==> src/design/jtl_pkg.sv <==
`default_nettype none

package jtl_pkg;

  localparam int OFFSET_BITS  = 32;
  localparam int LINE_BITS    = 32;
  localparam int OUT_BITS     = 32;
  localparam int MAX_TOKENS   = 3;
  localparam int TOK_IDX_BITS = $clog2(MAX_TOKENS);
  localparam int CNT_BITS     = $clog2(MAX_TOKENS + 1);
  localparam int QUEUE_DEPTH  = 4;
  localparam int QPTR_BITS    = $clog2(QUEUE_DEPTH);
  localparam int QCNT_BITS    = $clog2(QUEUE_DEPTH + 1);

  localparam logic [7:0] CH_SPACE  = 8'h20;
  localparam logic [7:0] CH_TAB    = 8'h09;
  localparam logic [7:0] CH_CR     = 8'h0D;
  localparam logic [7:0] CH_LF     = 8'h0A;
  localparam logic [7:0] CH_QUOTE  = 8'h22;
  localparam logic [7:0] CH_MINUS  = 8'h2D;
  localparam logic [7:0] CH_DOT    = 8'h2E;
  localparam logic [7:0] CH_0      = 8'h30;
  localparam logic [7:0] CH_9      = 8'h39;
  localparam logic [7:0] CH_COLON  = 8'h3A;
  localparam logic [7:0] CH_COMMA  = 8'h2C;
  localparam logic [7:0] CH_LBRACE = 8'h7B;
  localparam logic [7:0] CH_RBRACE = 8'h7D;
  localparam logic [7:0] CH_LBRACK = 8'h5B;
  localparam logic [7:0] CH_RBRACK = 8'h5D;

  typedef logic [OFFSET_BITS-1:0] pos_t;
  typedef logic [LINE_BITS-1:0]   line_t;

  typedef enum logic [3:0] {
    KIND_COLON  = 4'd0,
    KIND_COMMA  = 4'd1,
    KIND_LBRACE = 4'd2,
    KIND_RBRACE = 4'd3,
    KIND_LBRACK = 4'd4,
    KIND_RBRACK = 4'd5,
    KIND_STRING = 4'd6,
    KIND_NUMBER = 4'd7,
    KIND_ERROR  = 4'd8,
    KIND_END    = 4'd9
  } kind_e;

  typedef struct packed {
    kind_e kind;
    pos_t  offset;
    pos_t  length;
    line_t line;
  } tok_t;

  typedef struct packed {
    tok_t [MAX_TOKENS-1:0] toks;
    logic [CNT_BITS-1:0]   count;
  } bundle_t;

  function automatic tok_t mk_tok(kind_e kind, pos_t offset, pos_t length, line_t line);
    tok_t t;
    t.kind   = kind;
    t.offset = offset;
    t.length = length;
    t.line   = line;
    return t;
  endfunction

  function automatic logic [OUT_BITS-1:0] fit_out(pos_t v);
    logic [OFFSET_BITS+OUT_BITS-1:0] w;
    w = {{OUT_BITS{1'b0}}, v};
    return w[OUT_BITS-1:0];
  endfunction

endpackage

`default_nettype wire

==> src/design/jtl_if.sv <==
`default_nettype none

interface jtl_byte_if;
  logic       valid;
  logic       ready;
  logic [7:0] data_byte;
  logic       final_byte;

  modport source (output valid, output data_byte, output final_byte, input ready);
  modport sink (input valid, input data_byte, input final_byte, output ready);
endinterface

interface jtl_token_if;
  import jtl_pkg::*;

  logic                valid;
  logic                ready;
  kind_e               token_kind;
  logic [OUT_BITS-1:0] token_offset;
  logic [OUT_BITS-1:0] token_length;
  logic [LINE_BITS-1:0] line_index;
  logic                last_of_run;

  modport source (output valid, output token_kind, output token_offset,
                  output token_length, output line_index, output last_of_run,
                  input ready);
  modport sink (input valid, input token_kind, input token_offset,
                input token_length, input line_index, input last_of_run,
                output ready);
endinterface

`default_nettype wire

==> src/design/jtl_front.sv <==
`default_nettype none

module jtl_front (
  input  logic              clk_i,
  input  logic              rst_ni,
  jtl_byte_if.sink          in_i,
  input  logic              push_ready_i,
  output logic              push_valid_o,
  output jtl_pkg::bundle_t  push_data_o
);
  import jtl_pkg::*;

  typedef enum logic [1:0] {
    MODE_IDLE = 2'd0,
    MODE_STR  = 2'd1,
    MODE_INT  = 2'd2,
    MODE_FRAC = 2'd3
  } mode_e;

  mode_e   mode_q, mode_d;
  pos_t    pos_q, pos_d;
  pos_t    begin_q, begin_d;
  line_t   line_q, line_d;
  logic    accept;
  bundle_t bundle;

  assign in_i.ready   = push_ready_i;
  assign accept       = in_i.valid && in_i.ready;
  assign push_valid_o = accept && (bundle.count != '0);
  assign push_data_o  = bundle;

  always_comb begin
    logic [7:0]          b;
    pos_t                p;
    pos_t                nxt;
    logic                cls;
    logic [CNT_BITS-1:0] n;

    b       = in_i.data_byte;
    p       = pos_q;
    nxt     = pos_q + pos_t'(1);
    cls     = 1'b0;
    n       = '0;
    bundle  = '0;
    mode_d  = mode_q;
    begin_d = begin_q;
    line_d  = line_q;
    pos_d   = nxt;

    case (mode_q)
      MODE_STR: begin
        if (b == CH_QUOTE) begin
          bundle.toks[TOK_IDX_BITS'(n)] = mk_tok(KIND_STRING, begin_q, p - begin_q, line_q);
          n      = n + CNT_BITS'(1);
          mode_d = MODE_IDLE;
        end
      end
      MODE_INT, MODE_FRAC: begin
        if (b inside {[CH_0:CH_9]}) begin
          mode_d = mode_q;
        end else if (b == CH_DOT && mode_q == MODE_INT) begin
          mode_d = MODE_FRAC;
        end else begin
          bundle.toks[TOK_IDX_BITS'(n)] = mk_tok(KIND_NUMBER, begin_q, p - begin_q, line_q);
          n      = n + CNT_BITS'(1);
          mode_d = MODE_IDLE;
          cls    = 1'b1;
        end
      end
      default: begin
        cls = 1'b1;
      end
    endcase

    if (cls) begin
      case (b)
        CH_SPACE, CH_TAB, CH_CR: begin
          line_d = line_q;
        end
        CH_LF: begin
          line_d = line_q + line_t'(1);
        end
        CH_COLON: begin
          bundle.toks[TOK_IDX_BITS'(n)] = mk_tok(KIND_COLON, p, pos_t'(1), line_q);
          n = n + CNT_BITS'(1);
        end
        CH_COMMA: begin
          bundle.toks[TOK_IDX_BITS'(n)] = mk_tok(KIND_COMMA, p, pos_t'(1), line_q);
          n = n + CNT_BITS'(1);
        end
        CH_LBRACE: begin
          bundle.toks[TOK_IDX_BITS'(n)] = mk_tok(KIND_LBRACE, p, pos_t'(1), line_q);
          n = n + CNT_BITS'(1);
        end
        CH_RBRACE: begin
          bundle.toks[TOK_IDX_BITS'(n)] = mk_tok(KIND_RBRACE, p, pos_t'(1), line_q);
          n = n + CNT_BITS'(1);
        end
        CH_LBRACK: begin
          bundle.toks[TOK_IDX_BITS'(n)] = mk_tok(KIND_LBRACK, p, pos_t'(1), line_q);
          n = n + CNT_BITS'(1);
        end
        CH_RBRACK: begin
          bundle.toks[TOK_IDX_BITS'(n)] = mk_tok(KIND_RBRACK, p, pos_t'(1), line_q);
          n = n + CNT_BITS'(1);
        end
        CH_QUOTE: begin
          mode_d  = MODE_STR;
          begin_d = nxt;
        end
        default: begin
          if (b == CH_MINUS || b inside {[CH_0:CH_9]}) begin
            mode_d  = MODE_INT;
            begin_d = p;
          end else begin
            bundle.toks[TOK_IDX_BITS'(n)] = mk_tok(KIND_ERROR, p, pos_t'(1), line_q);
            n = n + CNT_BITS'(1);
          end
        end
      endcase
    end

    if (in_i.final_byte) begin
      if (mode_d == MODE_STR) begin
        bundle.toks[TOK_IDX_BITS'(n)] = mk_tok(KIND_STRING, begin_d, nxt - begin_d, line_d);
        n = n + CNT_BITS'(1);
      end else if (mode_d == MODE_INT || mode_d == MODE_FRAC) begin
        bundle.toks[TOK_IDX_BITS'(n)] = mk_tok(KIND_NUMBER, begin_d, nxt - begin_d, line_d);
        n = n + CNT_BITS'(1);
      end
      bundle.toks[TOK_IDX_BITS'(n)] = mk_tok(KIND_END, nxt, '0, line_d);
      n       = n + CNT_BITS'(1);
      mode_d  = MODE_IDLE;
      begin_d = '0;
      line_d  = '0;
      pos_d   = '0;
    end

    bundle.count = n;
  end

  always_ff @(posedge clk_i or negedge rst_ni) begin
    if (!rst_ni) begin
      mode_q  <= MODE_IDLE;
      pos_q   <= '0;
      begin_q <= '0;
      line_q  <= '0;
    end else if (accept) begin
      mode_q  <= mode_d;
      pos_q   <= pos_d;
      begin_q <= begin_d;
      line_q  <= line_d;
    end
  end

endmodule

`default_nettype wire

==> src/design/jtl_queue.sv <==
`default_nettype none

module jtl_queue (
  input  logic             clk_i,
  input  logic             rst_ni,
  input  logic             push_valid_i,
  input  jtl_pkg::bundle_t push_data_i,
  output logic             push_ready_o,
  output logic             pop_valid_o,
  output jtl_pkg::bundle_t pop_data_o,
  input  logic             pop_ready_i
);
  import jtl_pkg::*;

  bundle_t              mem_q [QUEUE_DEPTH];
  logic [QPTR_BITS-1:0] wr_q, rd_q;
  logic [QCNT_BITS-1:0] cnt_q;
  logic                 push;
  logic                 pop;

  assign push_ready_o = (cnt_q != QCNT_BITS'(QUEUE_DEPTH));
  assign pop_valid_o  = (cnt_q != '0);
  assign pop_data_o   = mem_q[rd_q];
  assign push         = push_valid_i && push_ready_o;
  assign pop          = pop_valid_o && pop_ready_i;

  always_ff @(posedge clk_i) begin
    if (push) begin
      mem_q[wr_q] <= push_data_i;
    end
  end

  always_ff @(posedge clk_i or negedge rst_ni) begin
    if (!rst_ni) begin
      wr_q  <= '0;
      rd_q  <= '0;
      cnt_q <= '0;
    end else begin
      if (push) begin
        wr_q <= (wr_q == QPTR_BITS'(QUEUE_DEPTH - 1)) ? '0 : wr_q + QPTR_BITS'(1);
      end
      if (pop) begin
        rd_q <= (rd_q == QPTR_BITS'(QUEUE_DEPTH - 1)) ? '0 : rd_q + QPTR_BITS'(1);
      end
      if (push && !pop) begin
        cnt_q <= cnt_q + QCNT_BITS'(1);
      end else if (pop && !push) begin
        cnt_q <= cnt_q - QCNT_BITS'(1);
      end
    end
  end

endmodule

`default_nettype wire

==> src/design/jtl_back.sv <==
`default_nettype none

module jtl_back (
  input  logic             clk_i,
  input  logic             rst_ni,
  input  logic             pop_valid_i,
  input  jtl_pkg::bundle_t pop_data_i,
  output logic             pop_ready_o,
  jtl_token_if.source      out_o
);
  import jtl_pkg::*;

  logic [TOK_IDX_BITS-1:0] idx_q;
  logic                    out_valid_q;
  kind_e                   kind_q;
  logic [OUT_BITS-1:0]     offset_q;
  logic [OUT_BITS-1:0]     length_q;
  line_t                   line_q;
  logic                    last_q;
  logic                    load;
  logic                    take;
  logic                    last;
  tok_t                    cur;

  assign load        = !out_valid_q || out_o.ready;
  assign take        = load && pop_valid_i;
  assign cur         = pop_data_i.toks[idx_q];
  assign last        = (idx_q == TOK_IDX_BITS'(pop_data_i.count - CNT_BITS'(1)));
  assign pop_ready_o = take && last;

  assign out_o.valid        = out_valid_q;
  assign out_o.token_kind   = kind_q;
  assign out_o.token_offset = offset_q;
  assign out_o.token_length = length_q;
  assign out_o.line_index   = line_q;
  assign out_o.last_of_run  = last_q;

  always_ff @(posedge clk_i or negedge rst_ni) begin
    if (!rst_ni) begin
      out_valid_q <= 1'b0;
      idx_q       <= '0;
    end else if (load) begin
      out_valid_q <= pop_valid_i;
      if (pop_valid_i) begin
        idx_q <= last ? '0 : idx_q + TOK_IDX_BITS'(1);
      end
    end
  end

  always_ff @(posedge clk_i) begin
    if (take) begin
      kind_q   <= cur.kind;
      offset_q <= fit_out(cur.offset);
      length_q <= fit_out(cur.length);
      line_q   <= cur.line;
      last_q   <= last;
    end
  end

endmodule

`default_nettype wire

==> src/design/json_token_lexer_core.sv <==
`default_nettype none

// This lexer takes one byte of JSON text per cycle while the queue has room, and emits
// tokens with kind, offset, length and line index; a set final_byte ends the text, adds
// an end token and returns all counters to zero for the next text. The front stage
// classifies each byte and places the up to three tokens that it causes into a four-entry
// queue, and the back stage delivers one token per cycle from a registered output while
// the output is ready. Bytes that cause no token, such as whitespace or string contents,
// take no queue slot, so the input runs at one byte per cycle as long as the output keeps
// up. A byte's tokens are registered in the queue and then in the output register; the
// single-token output port sets the sustained rate when bytes cause more than one token.
module json_token_lexer_core (
  input  logic        clk_i,
  input  logic        rst_ni,
  jtl_byte_if.sink    in_i,
  jtl_token_if.source out_o
);
  import jtl_pkg::*;

  logic    push_valid;
  logic    push_ready;
  bundle_t push_data;
  logic    pop_valid;
  logic    pop_ready;
  bundle_t pop_data;

  jtl_front u_front (
    .clk_i        (clk_i),
    .rst_ni       (rst_ni),
    .in_i         (in_i),
    .push_ready_i (push_ready),
    .push_valid_o (push_valid),
    .push_data_o  (push_data)
  );

  jtl_queue u_queue (
    .clk_i        (clk_i),
    .rst_ni       (rst_ni),
    .push_valid_i (push_valid),
    .push_data_i  (push_data),
    .push_ready_o (push_ready),
    .pop_valid_o  (pop_valid),
    .pop_data_o   (pop_data),
    .pop_ready_i  (pop_ready)
  );

  jtl_back u_back (
    .clk_i       (clk_i),
    .rst_ni      (rst_ni),
    .pop_valid_i (pop_valid),
    .pop_data_i  (pop_data),
    .pop_ready_o (pop_ready),
    .out_o       (out_o)
  );

endmodule

`default_nettype wire

==> src/flat_wrapper.sv <==
// flat-port wrapper written by rule: the top's interface ports become plain ports
module json_token_lexer_core_flat import jtl_pkg::*;
  (clk_i, rst_ni, in_i_valid, in_i_data_byte, in_i_final_byte, in_i_ready, out_o_valid, out_o_token_kind, out_o_token_offset, out_o_token_length, out_o_line_index, out_o_last_of_run, out_o_ready);
  jtl_byte_if in_i_i ();
  jtl_token_if out_o_i ();
  input  logic clk_i;
  input  logic rst_ni;
  input wire logic [$bits(in_i_i.valid)-1:0] in_i_valid;
  input wire logic [$bits(in_i_i.data_byte)-1:0] in_i_data_byte;
  input wire logic [$bits(in_i_i.final_byte)-1:0] in_i_final_byte;
  output wire logic [$bits(in_i_i.ready)-1:0] in_i_ready;
  output wire logic [$bits(out_o_i.valid)-1:0] out_o_valid;
  output wire logic [$bits(out_o_i.token_kind)-1:0] out_o_token_kind;
  output wire logic [$bits(out_o_i.token_offset)-1:0] out_o_token_offset;
  output wire logic [$bits(out_o_i.token_length)-1:0] out_o_token_length;
  output wire logic [$bits(out_o_i.line_index)-1:0] out_o_line_index;
  output wire logic [$bits(out_o_i.last_of_run)-1:0] out_o_last_of_run;
  input wire logic [$bits(out_o_i.ready)-1:0] out_o_ready;
  assign in_i_i.valid = in_i_valid;
  assign in_i_i.data_byte = in_i_data_byte;
  assign in_i_i.final_byte = in_i_final_byte;
  assign in_i_ready = in_i_i.ready;
  assign out_o_valid = out_o_i.valid;
  assign out_o_token_kind = out_o_i.token_kind;
  assign out_o_token_offset = out_o_i.token_offset;
  assign out_o_token_length = out_o_i.token_length;
  assign out_o_line_index = out_o_i.line_index;
  assign out_o_last_of_run = out_o_i.last_of_run;
  assign out_o_i.ready = out_o_ready;
  json_token_lexer_core u_core (.clk_i(clk_i), .rst_ni(rst_ni), .in_i(in_i_i), .out_o(out_o_i));
endmodule
==> config.mk <==
export PLATFORM = sky130hd
export DESIGN_NAME = json_token_lexer_core_flat
export DESIGN_NICKNAME = d
export VERILOG_FILES = /design/src/design/jtl_pkg.sv /design/src/design/jtl_if.sv /design/src/design/jtl_front.sv /design/src/design/jtl_queue.sv /design/src/design/jtl_back.sv /design/src/design/json_token_lexer_core.sv /design/src/flat_wrapper.sv
export SDC_FILE = /design/constraint.sdc
export NUM_CORES = 2
export LEC_CHECK = 0
export BUFFER_PORTS_ARGS = -buffer_cell sky130_fd_sc_hd__buf_2
export CORE_AREA = 10 10 327 329
export CTS_CLUSTER_DIAMETER = 60
export DETAILED_ROUTE_END_ITERATION = 7
export DIE_AREA = 0 0 337 339
export HOLD_SLACK_MARGIN = 0.08
export PLACE_DENSITY = 0.89
export REMOVE_ABC_BUFFERS = 1
export SYNTH_ARGS = -nofsm -noshare
export SYNTH_HDL_FRONTEND = slang
export SYNTH_SLANG_ARGS = --single-unit
==> constraint.sdc <==
create_clock -name clk_i -period 15.2 [get_ports clk_i]
set_input_delay 1.52 -clock clk_i [delete_from_list [all_inputs] [get_ports clk_i]]
set_output_delay 1.52 -clock clk_i [all_outputs]
set_load 0.01 [all_outputs]
# Yosys cells after proc, flatten, opt, wreduce, memory -nomap -nowiden
# Memory sizes are Yosys's and may differ from the RTL's.
# Index checks and enable logic that the tools add are counted.
# word_totals
ff_bits	209
ram_bits	1208
output_inout_bits	103
wordCells	153
mem_count	1
# op_classes
addsub	13
magnitude_cmp	9
n_eq_ne	23
n_mux	66
reduce_logical	27
# memory_table
name	depth	word_bits	rd	rd_ports_with_merged_regs	wr	line	rtl
u_core.u_queue.mem_q	4	302	1	0	1	jtl_queue.sv:15	bundle_t mem_q [QUEUE_DEPTH];
# op_table
cell	n
300-bit bitwise mux	10
300-bit one-hot mux with 7 select lines	1
300-bit two-way mux	6
100-bit demux with 2-bit select	3
100-bit two-way mux	4
99-bit two-way mux	3
32-bit two-way mux	7
100-bit binary-select mux with 2-bit select	1
99-bit one-hot mux with 2 select lines	1
32-bit by 1-bit adder with 32-bit output, second input constant	2
32-bit one-hot mux with 2 select lines	1
32-bit subtractor	2
8-bit by 6-bit equality test with 1-bit output, second input constant	6
8-bit by 7-bit equality test with 1-bit output, second input constant	4
2-bit two-way mux	15
8-bit by 4-bit equality test with 1-bit output, second input constant	3
1-bit logical AND	13
2-bit by 1-bit adder with 2-bit output, second input constant	6
2-bit equality test, second input constant	6
2-bit by 3-bit < comparator with 1-bit output, second input constant	4
2-bit one-hot mux with 2 select lines	3
10-bit OR reduction	1
8-bit by 6-bit greater-or-equal comparator with 1-bit output, second input constant	1
8-bit by 6-bit less-or-equal comparator with 1-bit output, second input constant	1
other kinds (18)	34

# Depth between registers and ports, before layout
# logic_depth
depth_word	22
depth_mapped	24
depth_no_buf	19

# Hierarchy
# A second synthesis with hierarchy kept.
# unflattened
hier_cells	4135
area_unflattened_um2	63229.4
# by_module_without_submodules
module	n_inst	cells_per_inst	area_per_inst_um2	seq_area_each_um2
jtl_queue	1	1614	44042.2	36450.0
jtl_front	1	2064	13825.8	2452.4
jtl_back	1	457	5361.4	3108.0

# Worst setup path before layout
# No wires, ideal clock.
# synth_path
kind	input-to-reg
from	input in_i_data_byte[5]
to	memory u_core.u_queue.mem_q[0][0] (netlist bit), enable pin
setup_time_ns	0.701
t_arrival_ns	11.769
setup_slack_ns	2.730
path_stages	18
n_path_buf	4
cell_sequence	buf_4 or3b_1 buf_2 nor3b_4 nand2_4 nand2_4 clkbuf_1 clkbuf_1 ha_1 o211ai_4 o211ai_4 inv_1 ha_1 nand2_1 o21a_1 ha_1 a311oi_4 and2_1
# synth_via
elab_chain_len	20
word_cells_on_any_way	54
# synth_rtl
item	line	rtl
start, declared	flat_wrapper.sv:9	input wire logic [$bits(in_i_i.data_byte)-1:0] in_i_data_byte;
parallel branches: the longest is 14 deep, another holds 8-bit by 6-bit greater-or-equal comparator with 1-bit output	-	
2-bit two-way mux *	jtl_front.sv:123	if (in_i.final_byte) begin
2-bit nonzero test *	jtl_front.sv:29	assign push_valid_o = accept && (bundle.count != '0);
1-bit logical AND *	jtl_front.sv:29	
1-bit logical AND *	jtl_queue.sv:24	assign push = push_valid_i && push_ready_o;
named net u_core.u_queue.push	jtl_queue.sv:18	logic push;
1-bit two-way mux *	jtl_queue.sv:28	if (push) begin
1-bit two-way mux (implied by the code) *	jtl_queue.sv:29	mem_q[wr_q] <= push_data_i;
end, declared	jtl_queue.sv:15	
# Mark *: on every way through the listed nets, which the timed path passes. The select of a mux whose other input is x is not followed.

# Final worst setup path
# layout_path
from	input in_i_data_byte[4]
to	memory u_core.u_queue.mem_q[1][157] (netlist bit), enable pin
# Same word-level chain as after synthesis.

==> flow_summary.ini <==
[drt]
post_drt_wl_per_cell_um = 30.63
wl_um = 169800
vias = 40140
highest_layer = met5
wl_met3_um = 20660
drtIter0Drc = 6431
wl_met2_um = 81610
drcViolationCount = 8
drtAntennaViolNets = 0
first_pass_iters = 8
m1WireLength_um = 58820
viasPerCell = 7.240

[pwr]
ir_worst_vdd_mv = 0.1596
leakagePower_nw = 23.55
finalPower_w = 0.01300
pwr_density_cell_nw_per_um2 = 187.9

[outcome]
violations = DRC
outcome = finished, violations left

[setup_path]
critPathTopFamily = buffers and inverters
critPathKind = in -> reg
arrival_ps = 7770
max_stage_delay_ps = 890
crit_required_ps = 15600
worstPathMaxFanout = 66
start_kind = input port
crit_top_cell = ha_1
endpoint_kind = register
path_cells = buf_2 -> or4b_1 -> a2bb2oi_1 -> o21ai_1 -> nand2_4 -> ha_1 -> o211ai_4 -> o211ai_4 -> inv_1 -> ha_1 -> nand2_1 -> o21a_1 -> ha_1 -> a311oi_4 -> and2_4 -> buf_4 -> buf_4
cp_num_buf_inv = 4
crit_slowest_cell = buf_4

[die]
fp-row-count = 116
start_util_pct = 62.63
dieArea_sq_um = 114200
dieHeight_um = 339
core_area_sq_um = 99860
top_level_ports = 116
die_x_um = 337

[global_routing]
antenna_found_initial = 6
grt_overflow_total = 0
grt_pass1_vias = 39950
grt_pass1_wl_um = 255000
grt_max_degree = 154
track_usage_pct = 29.55

[clock_tree]
cts.sinks = 1413
clk_latency_ps = 790
cts.clk_slew.worst_paths_ps = 60
cts_buffer_depth = 3
hold_buffers = 0
htree_levels = 4
cts_buffers = 144
cts_tree = yes
post_cts_buffers = 0
cts_root_buf = clkbuf_16
postCtsResizedCells = 0

[timing]
setup_tns_ps = 0
period_share_pct = 48.50
grt_setup_unrepaired = false
drv_slew = 0
clock.fmax_mhz = 135.7
layout_min_cycle_time_ps = 7371
slew_headroom_pct = 17.87
skew_ps = 44.21
fin_ws_ps = 7829
worst_pin_slew_ps = 1227
hold_viol = 0
finalSetupViolations = 0

[yosys]
synth-compound-area-share_pct = 8.663
synth_xor_area_share_pct = 1.622
ys_ff_latch = 1413
synthCells = 4088
ys_types = 96
synth_ff_type = edfxtp_1
synth_top_family_by_area = multiplexers
synthAdderAreaFrac_pct = 1.656
yosysWarnings = 0
synth_edf_count = 1305
synthArstFlopShare_pct = 7.643
synthesis.area_sq_um = 62540
muxShareOfSynthArea_pct = 12.64
seq_area_frac_synth_pct = 66.98
avgSynthCellArea_sq_um = 15.30
yosys.area_share.simple_pct = 6.072

[placed_design]
io_buffers = 115
preCtsSetupSlack_ps = 7005
dp_cells = 5285
dpl.hpwl_um = 97040
gp_congestion = 0.9822

[flow_run]
drv_cap = 0

[finish]
final_cell_mix = edfxtp_1, o21ai_0, nand2_1
layout_commonest_cell = edfxtp_1
area_delta_synth_final_pct = 10.59
final_nets = 4227
instances_no_fill = 5544
drive_above_1_share_pct = 17.74

[min_path]
worstHoldPathType = reg -> reg
[metrics by stage]
| step | instance area [sq um] | hold slack (ps) | util [%] |
|---|---|---|---|
| floorplan | 61450 | 464.1 | - |
| global placement | 64300 | 477.8 | 64.39 |
| detailed placement | 64300 | 488.5 | 64.39 |
| CTS | 69160 | 496.8 | 69.26 |
| global route | 69160 | 511.9 | 69.26 |
| finish | 69160 | 499.7 | 69.26 |
[cells in the mapped netlist (all sizes together) (32+ instances only)]
cell type	number	area, sq um
dfrtp	108	2703
xor2	50	445.4
o31ai	40	300.3
mux2i	105	1051
mux4	301	6779
o21ai	362	1812
edfxtp	1305	39190
nor2	199	747.0
clkbuf	190	715.7
inv	103	389.1
a21oi	143	715.7
o221ai	32	286.5
nor3	66	356.6
o22ai	58	362.9
nand2	350	1329
nand3	62	320.3
ha	78	975.9
buf	87	371.6
xnor2	65	569.3
[power breakdown]
part	leakage, nW	internal [W]	switching, W
Sequential	13.7	0.00523	0.000310
Clock	2.33	0.00209	0.00156
Combinational	7.55	0.00145	0.00237
[worst paths after layout]
check	cells past startpoint	slack, ps	startpoint	end
worst min-delay path	1	500	u_core.u_queue.cnt_q[2]	u_core.u_queue.cnt_q[2]
worst min register to register	1	500	u_core.u_queue.cnt_q[2]	u_core.u_queue.cnt_q[2]
min in group asynchronous	1	790	rst_ni	u_core.u_front.line_q[11]
worst max-delay path	17	7830	in_i_data_byte[4]	u_core.u_queue.mem_q[1][157]
max in group asynchronous	2	12870	rst_ni	u_core.u_back.idx_q[0]
worst max register to register	16	8270	u_core.u_front.mode_q[0]	u_core.u_queue.mem_q[1][157]
[cells by family after synthesis]
logic type	Yosys count
adders and majority gates	81
muxes	412
and+or+nand+nor	823
buffers and inverters	381
AOI/OAI and AO/OA	863
DFF	1413
xor gates and xnor gates	115
[routing by layer]
metal  GRT usage (%)  vias up
li1                -    16170
met1           39.21    19810
met2           46.27     3495
met3           6.754      660
met4           14.06        4
met5               0        -
[sequential cells by signal, indices dropped and copies added, names as in the netlist, 2 cells and up]
register                          cells
u_core.u_front.line_q                32
u_core.u_back.idx_q                   2
u_core.u_queue.rd_q                   2
u_core.u_back.out_o.token_kind        4
u_core.u_back.out_o.token_offset     32
u_core.u_queue.mem_q               1204
u_core.u_queue.wr_q                   2
u_core.u_front.mode_q                 2
u_core.u_queue.cnt_q                  3
u_core.u_back.out_o.token_length     32
u_core.u_back.out_o.line_index       32
u_core.u_front.begin_q               32
u_core.u_front.pos_q                 32
[layout make-up]
class	instances	area, sq um
repair buffers	176	1111
clock buffers	176	3775
flip-flops and latches	1413	41910
well taps	1298	1624
fillers	5924	30690
multi-input cells	2294	19260
inverters	104	392.9
diodes	2	5.005
clock inverters	81	1085
No activity file was read; power rests on OpenSTA's default activity.
